--- src/hdl/sorted_unique_set_table_assert.svh ---
// Assertion macros for the sorted unique set table.
// Both macros expect clk and rst to be in scope in the module that uses them.
`ifndef SORTED_UNIQUE_SET_TABLE_ASSERT_SVH
`define SORTED_UNIQUE_SET_TABLE_ASSERT_SVH
`ifndef NO_ASSERTIONS
// Checked outside reset only
`define SUST_ASSERT(label, prop, msg) \
  label: assert property (@(posedge clk) disable iff (rst) (prop)) else $error(msg);
// Checked during reset as well
`define SUST_ASSERT_ALWAYS(label, prop, msg) \
  label: assert property (@(posedge clk) (prop)) else $error(msg);
`else
`define SUST_ASSERT(label, prop, msg)
`define SUST_ASSERT_ALWAYS(label, prop, msg)
`endif
`endif

--- src/hdl/sust_pkg.sv ---
// Shared types and codes for the sorted unique set table.
// Used by sust_ctrl, sust_dp and the top level; depends on nothing.
package sust_pkg;

  typedef enum logic [3:0] {
    S_IDLE,
    S_DECODE,
    S_SCAN_REQ,
    S_SCAN_CHK,
    S_SHIFT_RD,
    S_SHIFT_WR,
    S_WRITE,
    S_POP_RD,
    S_POP_WAIT,
    S_DONE
  } state_t;

  typedef logic [1:0] status_t;

  localparam status_t STATUS_OK    = 2'd0;
  localparam status_t STATUS_DUP   = 2'd1;
  localparam status_t STATUS_EMPTY = 2'd2;
  localparam status_t STATUS_FULL  = 2'd3;

  // Commands from controller to datapath
  typedef struct packed {
    logic    capture;
    logic    scan_rd;
    logic    scan_next;
    logic    shift_init;
    logic    shift_rd;
    logic    shift_wr;
    logic    write_new;
    logic    pop_rd;
    logic    pop_take;
    logic    set_status;
    status_t status;
    logic    load_out;
  } dp_cmd_t;

  // Status from datapath to controller
  typedef struct packed {
    logic op_pop;
    logic empty;
    logic full;
    logic cmp_eq;
    logic cmp_gt;
    logic scan_last;
    logic shift_last;
    logic out_free;
  } dp_stat_t;

endpackage

--- src/hdl/sust_ctrl.sv ---
// Controller state machine for the sorted unique set table.
// Depends on sust_pkg; drives the command struct into sust_dp.
module sust_ctrl (
  input  logic               clk,
  input  logic               rst,
  input  logic               in_valid,
  output logic               in_ready,
  input  sust_pkg::dp_stat_t stat,
  output sust_pkg::dp_cmd_t  cmd
);

  sust_pkg::state_t state;
  sust_pkg::state_t state_next;

  always_ff @(posedge clk) begin
    if (rst) begin
      state <= sust_pkg::S_IDLE;
    end else begin
      state <= state_next;
    end
  end

  always_comb begin
    state_next = state;
    cmd        = '0;
    in_ready   = 1'b0;
    unique case (state)
      sust_pkg::S_IDLE: begin
        in_ready = 1'b1;
        if (in_valid) begin
          cmd.capture = 1'b1;
          state_next  = sust_pkg::S_DECODE;
        end
      end
      sust_pkg::S_DECODE: begin
        if (stat.op_pop) begin
          if (stat.empty) begin
            cmd.set_status = 1'b1;
            cmd.status     = sust_pkg::STATUS_EMPTY;
            state_next     = sust_pkg::S_DONE;
          end else begin
            state_next = sust_pkg::S_POP_RD;
          end
        end else if (stat.empty) begin
          state_next = sust_pkg::S_WRITE;
        end else begin
          state_next = sust_pkg::S_SCAN_REQ;
        end
      end
      sust_pkg::S_SCAN_REQ: begin
        cmd.scan_rd = 1'b1;
        state_next  = sust_pkg::S_SCAN_CHK;
      end
      sust_pkg::S_SCAN_CHK: begin
        if (stat.cmp_eq) begin
          cmd.set_status = 1'b1;
          cmd.status     = sust_pkg::STATUS_DUP;
          state_next     = sust_pkg::S_DONE;
        end else if (stat.cmp_gt || stat.scan_last) begin
          if (stat.full) begin
            cmd.set_status = 1'b1;
            cmd.status     = sust_pkg::STATUS_FULL;
            state_next     = sust_pkg::S_DONE;
          end else if (stat.cmp_gt) begin
            // open a gap at the current index
            cmd.shift_init = 1'b1;
            state_next     = sust_pkg::S_SHIFT_RD;
          end else begin
            // append after the largest entry
            cmd.scan_next = 1'b1;
            state_next    = sust_pkg::S_WRITE;
          end
        end else begin
          cmd.scan_next = 1'b1;
          state_next    = sust_pkg::S_SCAN_REQ;
        end
      end
      sust_pkg::S_SHIFT_RD: begin
        cmd.shift_rd = 1'b1;
        state_next   = sust_pkg::S_SHIFT_WR;
      end
      sust_pkg::S_SHIFT_WR: begin
        cmd.shift_wr = 1'b1;
        state_next   = stat.shift_last ? sust_pkg::S_WRITE : sust_pkg::S_SHIFT_RD;
      end
      sust_pkg::S_WRITE: begin
        cmd.write_new  = 1'b1;
        cmd.set_status = 1'b1;
        cmd.status     = sust_pkg::STATUS_OK;
        state_next     = sust_pkg::S_DONE;
      end
      sust_pkg::S_POP_RD: begin
        cmd.pop_rd = 1'b1;
        state_next = sust_pkg::S_POP_WAIT;
      end
      sust_pkg::S_POP_WAIT: begin
        cmd.pop_take   = 1'b1;
        cmd.set_status = 1'b1;
        cmd.status     = sust_pkg::STATUS_OK;
        state_next     = sust_pkg::S_DONE;
      end
      sust_pkg::S_DONE: begin
        // hold until the output register is free
        if (stat.out_free) begin
          cmd.load_out = 1'b1;
          state_next   = sust_pkg::S_IDLE;
        end
      end
      default: begin
        state_next = sust_pkg::S_IDLE;
      end
    endcase
  end

endmodule

--- src/hdl/sust_dp.sv ---
// Datapath for the sorted unique set table: entry memory, count, scan and
// shift pointers, smallest-value register and output register.
// Depends on sust_pkg and sorted_unique_set_table_assert.svh.
`include "sorted_unique_set_table_assert.svh"
module sust_dp #(
  parameter int DEPTH = 16
) (
  input  logic               clk,
  input  logic               rst,
  input  sust_pkg::dp_cmd_t  cmd,
  output sust_pkg::dp_stat_t stat,
  input  logic               in_op,
  input  logic [31:0]        in_value,
  output logic               out_valid,
  input  logic               out_ready,
  output sust_pkg::status_t  out_status,
  output logic [31:0]        out_popped,
  output logic [31:0]        out_min,
  output logic               out_min_valid,
  output logic [4:0]         out_count
);

  localparam int AW = $clog2(DEPTH);
  localparam int CW = $clog2(DEPTH + 1);

  logic [31:0]       mem [DEPTH];
  logic [31:0]       rd_data;
  logic              op_pop;
  logic [31:0]       val;
  logic [CW-1:0]     count;
  logic [CW-1:0]     idx;
  logic [CW-1:0]     sp;
  logic [31:0]       min_val;
  logic [31:0]       popped;
  sust_pkg::status_t status;

  logic [CW-1:0]     idx_inc;
  logic [CW-1:0]     sp_dec;
  logic [CW-1:0]     count_dec;
  logic [AW-1:0]     rd_addr;
  logic              rd_en;

  assign idx_inc   = idx + CW'(1);
  assign sp_dec    = sp - CW'(1);
  assign count_dec = count - CW'(1);

  always_comb begin
    if (cmd.scan_rd) begin
      rd_addr = idx[AW-1:0];
    end else if (cmd.shift_rd) begin
      rd_addr = sp_dec[AW-1:0];
    end else begin
      rd_addr = count_dec[AW-1:0];
    end
  end

  assign rd_en = cmd.scan_rd | cmd.shift_rd | cmd.pop_rd;

  always_ff @(posedge clk) begin
    if (rd_en) begin
      rd_data <= mem[rd_addr];
    end
    if (cmd.shift_wr) begin
      mem[sp[AW-1:0]] <= rd_data;
    end else if (cmd.write_new) begin
      mem[idx[AW-1:0]] <= val;
    end
  end

  always_ff @(posedge clk) begin
    if (cmd.capture) begin
      op_pop <= in_op;
      val    <= in_value;
      idx    <= '0;
      popped <= '0;
    end else if (cmd.scan_next) begin
      idx <= idx_inc;
    end
    if (cmd.shift_init) begin
      sp <= count;
    end else if (cmd.shift_wr) begin
      sp <= sp_dec;
    end
    if (cmd.write_new && idx == '0) begin
      min_val <= val;
    end
    if (cmd.pop_take) begin
      popped <= rd_data;
    end
    if (cmd.set_status) begin
      status <= cmd.status;
    end
  end

  always_ff @(posedge clk) begin
    if (rst) begin
      count <= '0;
    end else if (cmd.write_new) begin
      count <= count + CW'(1);
    end else if (cmd.pop_rd) begin
      count <= count_dec;
    end
  end

  always_ff @(posedge clk) begin
    if (rst) begin
      out_valid <= 1'b0;
    end else if (cmd.load_out) begin
      out_valid <= 1'b1;
    end else if (out_ready) begin
      out_valid <= 1'b0;
    end
  end

  always_ff @(posedge clk) begin
    if (cmd.load_out) begin
      out_status    <= status;
      out_popped    <= popped;
      out_min       <= (count != '0) ? min_val : 32'd0;
      out_min_valid <= (count != '0);
      out_count     <= 5'(count);
    end
  end

  always_comb begin
    stat.op_pop     = op_pop;
    stat.empty      = (count == '0);
    stat.full       = (count == CW'(DEPTH));
    stat.cmp_eq     = (rd_data == val);
    stat.cmp_gt     = ($signed(rd_data) > $signed(val));
    stat.scan_last  = (idx_inc == count);
    stat.shift_last = (sp == idx_inc);
    stat.out_free   = ~out_valid | out_ready;
  end

  `SUST_ASSERT(a_count_bound, count <= CW'(DEPTH), "entry count above depth")
  `SUST_ASSERT(a_write_room, cmd.write_new |-> count < CW'(DEPTH), "insert into full table")
  `SUST_ASSERT(a_pop_nonempty, cmd.pop_rd |-> count != '0, "pop from empty table")
  `SUST_ASSERT(a_load_free, cmd.load_out |-> (!out_valid || out_ready), "result overwritten")
  `SUST_ASSERT_ALWAYS(a_reset_out, rst |=> !out_valid, "result valid after reset")

endmodule

--- src/hdl/sorted_unique_set_table.sv ---
// Sorted unique set table: an ascending, duplicate-free set of signed
// 32-bit values held in a DEPTH-entry memory.
// Input channel s_axis: tuser carries the operation (0 add, 1 pop largest),
// tdata the value. One transfer in gives exactly one transfer out on m_axis.
// Output m_axis: tuser is the status (ok, duplicate, pop on empty, add when
// full); tdata carries the popped value, the smallest stored value, its
// valid flag and the entry count after the operation.
// An add compares the entries from the smallest up to the first entry not
//   below the value, then moves the entries above it up one at a time to open
//   a gap and writes the value; a duplicate or an add when full ends after
//   the scan. A pop reads and takes the largest entry; a pop on empty reads nothing.
// Both the scan and the shift go through the single read and single write
// port of the entry memory.
// The next item is taken in the cycle after the result enters the output
// register; a stalled receiver holds only the result, and a second result
// waits in the controller until the output register is taken.
// Reset (rst, synchronous) empties the set and drops any pending result;
// the memory is not cleared.
module sorted_unique_set_table #(
  parameter int DEPTH = 16
) (
  input  logic        clk,
  input  logic        rst,
  input  logic        s_axis_tvalid,
  output logic        s_axis_tready,
  input  logic [31:0] s_axis_tdata,   // [31:0] value
  input  logic [0:0]  s_axis_tuser,   // [0] operation
  output logic        m_axis_tvalid,
  input  logic        m_axis_tready,
  output logic [71:0] m_axis_tdata,   // [31:0] popped_value, [63:32] min_value,
                                      // [64] min_valid, [69:65] entry_count, [71:70] zero
  output logic [1:0]  m_axis_tuser    // [1:0] status
);

  sust_pkg::dp_cmd_t  cmd;
  sust_pkg::dp_stat_t stat;

  logic [31:0] popped;
  logic [31:0] min_value;
  logic        min_valid;
  logic [4:0]  entry_count;

  sust_ctrl u_ctrl (
    .clk      (clk),
    .rst      (rst),
    .in_valid (s_axis_tvalid),
    .in_ready (s_axis_tready),
    .stat     (stat),
    .cmd      (cmd)
  );

  sust_dp #(
    .DEPTH (DEPTH)
  ) u_dp (
    .clk           (clk),
    .rst           (rst),
    .cmd           (cmd),
    .stat          (stat),
    .in_op         (s_axis_tuser[0]),
    .in_value      (s_axis_tdata),
    .out_valid     (m_axis_tvalid),
    .out_ready     (m_axis_tready),
    .out_status    (m_axis_tuser),
    .out_popped    (popped),
    .out_min       (min_value),
    .out_min_valid (min_valid),
    .out_count     (entry_count)
  );

  assign m_axis_tdata = {2'b00, entry_count, min_valid, min_value, popped};

endmodule

--- config.mk ---
export PLATFORM = sky130hd
export DESIGN_NAME = sorted_unique_set_table
export DESIGN_NICKNAME = d
export VERILOG_FILES = /design/src/hdl/sust_pkg.sv /design/src/hdl/sust_ctrl.sv /design/src/hdl/sust_dp.sv /design/src/hdl/sorted_unique_set_table.sv
export VERILOG_INCLUDE_DIRS = /design/src /design/src/hdl
export SDC_FILE = /design/constraint.sdc
export NUM_CORES = 1
export LEC_CHECK = 0
export BUFFER_PORTS_ARGS = -buffer_cell sky130_fd_sc_hd__buf_2
export CAP_MARGIN = 40
export CORE_ASPECT_RATIO = 0.75
export CORE_MARGIN = 10
export CORE_UTILIZATION = 50
export DETAILED_ROUTE_END_ITERATION = 16
export PLACE_DENSITY = 0.78
export REMOVE_ABC_BUFFERS = 1
export SLEW_MARGIN = 40
export SYNTH_ARGS = -nofsm -noshare
export SYNTH_HDL_FRONTEND = slang
export SYNTH_HIERARCHICAL = 1
export SYNTH_SLANG_ARGS = --single-unit
--- constraint.sdc ---
create_clock -name clk -period 9.1 [get_ports clk]
set_clock_uncertainty 0.2 [all_clocks]
set_input_delay 1.365 -clock clk [delete_from_list [all_inputs] [get_ports clk]]
set_output_delay 1.365 -clock clk [all_outputs]
set_load 0.05 [all_outputs]
==> results of run 1 <==
## placed cells by master, fill, tap and decap left out, types with 11 or more instances in the layout
master,n
a21oi_1,19
and2_1,33
buf_2,110
buf_4,34
clkbuf_1,14
clkbuf_16,75
clkinv_1,17
dfxtp_1,15
edfxtp_1,720
ha_1,40
inv_1,143
mux2_1,59
mux2_2,106
mux2i_1,70
nand2_1,22
nand4_1,11
nor2_1,24
nor2_4,18
nor2b_1,37
nor3_1,11
o2111ai_1,32
o211ai_1,257
o221ai_1,32
xnor2_1,12
xor2_1,13
## worst max-delay path, delay by kind of cell (launching register included)
family / cells / cell delay (ns)
simple gates: 3 / 1.16
mux: 1 / 0.40
compound gates: 3 / 0.95
flops: 1 / 0.56
buf+inv: 3 / 1.10
## report_power, final
part	internal (W)	switching (W)	total [W]	leakage [nW]
registers	0.00439	0.000169	0.00456	6.66
clock network	0.00172	0.00123	0.00295	1.13
logic	0.000908	0.00183	0.00274	3.52
## layout make-up
cell class	count	share of cell area (%)
Inverter	143	1.564
Timing Repair Buffer	151	2.748
Tap cell	800	2.916
Clock inverter	38	1.104
Antenna cell	1	0.007290
Multi-Input combinational cell	888	22.10
Sequential cell	735	63.86
Clock buffer	91	5.701
## sequential cells by signal, indices dropped and copies added (netlist names), 4 cells and up
name / count
u_dp/out_count: 5
u_ctrl/state: 4
u_dp/popped: 32
u_dp/sp: 5
u_dp/val: 32
u_dp/idx: 5
u_dp/mem: 512
u_dp/rd_data: 32
u_dp/min_val: 32
u_dp/out_min: 32
u_dp/count: 5
u_dp/out_popped: 32
## logic make-up after synthesis
logic type	count (synthesis)
muxes	236
AOI/OAI and AO/OA	383
DFF	735
adders and majority gates	40
and+or+nand+nor	202
other	1
xor gates and xnor gates	25
buffers and inverters	273
## per-layer routing
layer  global-route usage [%]  vias up
met5                        0        -
met4                    6.977        2
met3                    5.848      165
met2                    31.04     1001
met1                    29.05     8783
li1                         -     7603
## path summary, 6_finish.rpt
path | endpoint | start
min | u_dp/out_popped[31] | u_dp/popped[31]
max | u_dp/rd_data[18] | u_ctrl/state[3]
min reg2reg | u_dp/out_popped[31] | u_dp/popped[31]
max reg2reg | u_dp/rd_data[18] | u_ctrl/state[3]
## metrics by stage
| step | total power, W | util (%) | cells |
|---|---|---|---|
| detailed placement | 0.007303 | 53.00 | 2717 |
| floorplan | 0.006533 | - | 1766 |
| CTS | 0.01025 | 56.87 | 2846 |
| global placement | 0.007189 | 52.85 | 2715 |
| finish | 0.01025 | 56.92 | 2847 |
| global route | 0.01063 | 56.91 | 2846 |
==> impl_metrics.yaml, run 1 <==
worst_setup_path:
  cp_max_fo: 109
  endpoint_kind: "register"
  worstPathArrival_ns: 4.99
  worstPathCellList: "nand2b_1 -> nor3_2 -> buf_12 -> nand2_2 -> o21a_4 -> buf_12 -> buf_16 -> mux2_2 -> o221ai_1 -> o2111ai_1"
  max_stage_delay_ns: 0.68
  path_class: "register to register"
  worst_path_most_repeated_cell: "buf_12"
  regToRegSetupSlack_ns: 4.22
  crit_slowest_cell: "nand2_2"
  cp-start-kind: "register"
  cp.required_ns: 9.21
  worstRegToRegCells: 10
clock_tree:
  cts_root_buf: "clkbuf_16"
  cts.sinks: 735
  holdBufCountCts: 0
  ctsResizeCount: 0
  clk_latency_ns: 0.61
  cts_made_buffers: 70
  post-cts-setup-buffers: 0
  htree_levels: 3
  cts_buffer_depth: 3
  cts_tree: "done"
  clk_pin_slew_worst_paths_ns: 0.06
synth:
  synth_edf_count: 720
  synthXorXnorAreaFrac_pct: 0.7205
  ys_async_sr_fraction_pct: 0
  synthSimpleGateAreaFrac_pct: 3.640
  synth_compound_area_share_pct: 9.552
  synth-seq-area-share_pct: 72.13
  post-synth-top-count-cell: "edfxtp_1"
  synth.area.mux_share_pct: 8.469
  synth.area.top_cells: "edfxtp_1 (71%), o211ai_1 (6.3%), mux2_2 (3.9%)"
  syn_inst: 1895
  synth_area_per_cell_um2: 16.04
  synth_cell_types: 56
  synth_commonest_cells: "edfxtp_1 (720), o211ai_1 (257), inv_1 (143)"
  synth_area_um2: 30390
  synth-seq-cells: 735
  yosys_most_used_dff: "edfxtp_1"
  synth_top_cell_area_share_pct: 71.15
  yosysTopAreaCell: "edfxtp_1"
  synthAdderAreaFrac_pct: 1.647
  yosysWarnings: 6
  synth_top_family_by_area: "compound AO/OA/AOI/OAI gates"
min_path:
  hp-class: "register to register"
  hold_depth: 0
final_layout:
  area_delta_synth_final_pct: 12.96
  final_area_um2: 34330
  nets: 2066
  layout-drive-gt1-share_pct: 19.55
  regArea_um2: 21920
  multiInputGateArea_um2: 7587
  fill_cells: 4476
grt:
  grt_max_degree: 128
  grt_usage_pct: 20.78
  first_global_vias: 17193
  antenna_found_initial: 1
  gr-total-overflow: 0
  grt_pass1_wl_um: 111600
route:
  remaining_drc_errors: 0
  dr_wl_met2_um: 33950
  drt-vias-per-instance: 6.166
  wl_met1_um: 31030
  drt_iter0_drc: 1961
  ant_nets: 0
  wl_met3_um: 8570
  maxUsedRoutingLayer: "met5"
  first_pass_iters: 5
  via_count: 17554
  routed_wl_um: 75890
  wire_per_inst_um: 26.66
place:
  numPortBuffers: 110
  dpl_worst_slack_ns: 4.371
  placedInstanceArea_um2: 31970
  place_congestion: 0.8547
  place_hpwl_um: 40790
floorplanning:
  rows: 78
  die_area_um2: 71140
  start_util_pct: 50.39
  top_level_ports: 113
  core_um2: 60310
  die-width_um: 304.7
  dieHeight_um: 233.5
sta:
  worst_pin_slew_ns: 0.8766
  fmax_ghz: 0.2048
  finalSetupViolations: 0
  period_share_pct: 53.67
  fin_ws_ns: 4.216
  slew_viol_final: 0
  fin_hold_ws_ns: 0.2171
  fin_setup_tns_ns: 0
  finalWorstPathRequiredPeriod_ns: 4.884
  relSlewSlack_pct: 41.56
  hold_viol_final: 0
  rsz0062_at_grt: "no"
power:
  p_per_area_nw_per_um2: 298.5
  leakagePower_nw: 11.30
  vdd_drop_max_uv: 263.4
job:
  maxCapViolations: 0
status:
  status: "finished clean"
Power figures use the tool's default switching activity.
==> run 2, diff against run 1 <==
- PLACE_DENSITY: 0.78 -> 0.8
- clock period: 9.1 -> 4.1 ns (I/O delays scaled with it)
==> run 2 against run 1 <==
Register-to-register slack worse by 4.0 ns. Power rose by 120%. Global-route usage down 0.41 points. Critical endpoint is now u_dp/rd_data[19]. Fmax is 27% higher. Critical path type unchanged. Non-clock buffer count rose by 48. Worst hold slack got worse by 0.19 ns. Combinational power rose by 130%. Cell count grew 1.6%. First-iteration DRC count increased by 1.3%. Via count is 1.4% higher. Largest cell class unchanged.
==> impl_metrics.yaml, run 2 (synthesis results as in run 1) <==
worst_setup_path:
  cp_max_fo: 54
  endpoint: "u_dp/rd_data[19]"
  worstPathArrival_ns: 4.07
  cp-start-kind: "register"
  endpoint_kind: "register"
  path_class: "register to register"
  cp.required_ns: 4.33
  worstReg2RegStart: "u_ctrl/state[2]"
  r2r-end: "u_dp/rd_data[19]"
  cp-startpoint: "u_ctrl/state[2]"
  worstRegToRegCells: 9
  regToRegSetupSlack_ns: 0.26
clock_tree:
  post-cts-setup-buffers: 0
  cts_tree: "done"
  cts_root_buf: "clkbuf_16"
  htree_levels: 3
  cts.sinks: 735
  cts_made_buffers: 71
  cts_buffer_depth: 3
  clk_latency_ns: 0.62
  clk_pin_slew_worst_paths_ns: 0.07
route:
  routed_wl_um: 74270
  drt_iter0_drc: 1987
  drt-vias-per-instance: 6.153
  wire_per_inst_um: 25.67
  first_pass_iters: 8
  ant_nets: 0
  via_count: 17802
  remaining_drc_errors: 0
place:
  dpl_worst_slack_ns: 0.3829
  place_hpwl_um: 41350
  dp.cells: 2743
  numPortBuffers: 110
  place_congestion: 0.8295
sta:
  slew_viol_final: 0
  finalWorstPathRequiredPeriod_ns: 3.839
  period_share_pct: 93.63
  relSlewSlack_pct: 40.24
  fin_hold_ws_ns: 0.03135
  finalSetupViolations: 0
  rsz0062_at_grt: "no"
  hold_viol_final: 0
  worst_pin_slew_ns: 0.8964
  fmax_ghz: 0.2605
  fin_ws_ns: 0.2612
floorplanning:
  dieHeight_um: 233.5
  die-width_um: 304.7
  top_level_ports: 113
  core_um2: 60310
  rows: 78
  start_util_pct: 50.39
  die_area_um2: 71140
power:
  p_per_area_nw_per_um2: 648.7
  vdd_drop_max_uv: 430.6
  report.power.total_w: 0.02253
  leakagePower_nw: 11.51
status:
  status: "finished clean"
final_layout:
  final_cells: 2893
  nets: 2115
  largest_register_ffs: 512
  final_common_cell: "edfxtp_1"
  area_delta_synth_final_pct: 14.27
  final_cell_mix: "edfxtp_1 (720), o211ai_1 (257), inv_1 (143)"
  finish.utilization_pct: 57.58
  layout-drive-gt1-share_pct: 20.42
job:
  maxCapViolations: 0
grt:
  gr-total-overflow: 0
  grt_pass1_wl_um: 110800
  grt_usage_pct: 20.38
  grt_max_degree: 97
  first_global_vias: 17793
  antenna_found_initial: 3
min_path:
  hp-class: "primary input to register"
run 2: final cells by class:
class	instances	area (µm²)
diodes	2	5.005
inverters	143	536.8
repair buffers	199	1486
flip-flops and latches	735	21920
clock inverters	40	349.1
clock buffers	86	1843
well taps	800	1001
fillers	4445	25590
multi-input cells	888	7585
run 2: layer usage:
metal	vias up	global-route usage (%)	wire, µm
li1	7702	-	-
met1	8831	27.59	29670
met2	1081	31.66	33950
met3	186	4.567	7832
met4	2	8.415	2803
met5	-	0	10
run 2: worst max-delay path, cell delays in order, from the launching register on:
cell	delay, ns
dfxtp_1	0.60
inv_1	0.16
nor4_1	0.54
mux2_4	0.27
buf_4	0.49
buf_4	0.70
o211ai_1	0.19
o211ai_1	0.16
o211ai_1	0.12
o2111ai_1	0.17
run 2: metrics by stage:
step            TNS, ns  cell area, µm²
2_1_floorplan  -1191.15           29770
3_3_place_gp          0           32250
3_5_place_dp          0           32290
4_1_cts               0           34710
5_1_grt               0           34720
6_report              0           34730
run 2: power breakdown:
group / switching (W) / leakage, nW / internal, W
Sequential: 0.000373 / 6.66 / 0.00974
Clock: 0.00276 / 1.08 / 0.00348
Combinational: 0.00404 / 3.77 / 0.00214
Total: 0.00717 / 11.5 / 0.0154
run 2: what timing repair did:
| action | in CTS | in global routing |
|---|---|---|
| setup endpoints to repair | 0 | 1 |
| hold buffers | 22 | 0 |
| gates resized for setup | 0 | 1 |
| hold endpoints to repair | 22 | 0 |
run 2: worst min path at each step:
stage | cells past startpoint | slack, ns | to | start
floorplan | 0 | 0.20 | u_dp/out_popped[0] | u_dp/popped[0]
global placement | 0 | 0.20 | u_dp/out_popped[6] | u_dp/popped[6]
detailed placement | 0 | 0.20 | u_dp/out_popped[1] | u_dp/popped[1]
CTS | 1 | 0.0005 | u_dp/val[26] | s_axis_tdata[26]
global route | 1 | 0.006 | u_dp/val[26] | s_axis_tdata[26]
finish | 1 | 0.03 | u_dp/val[12] | s_axis_tdata[12]
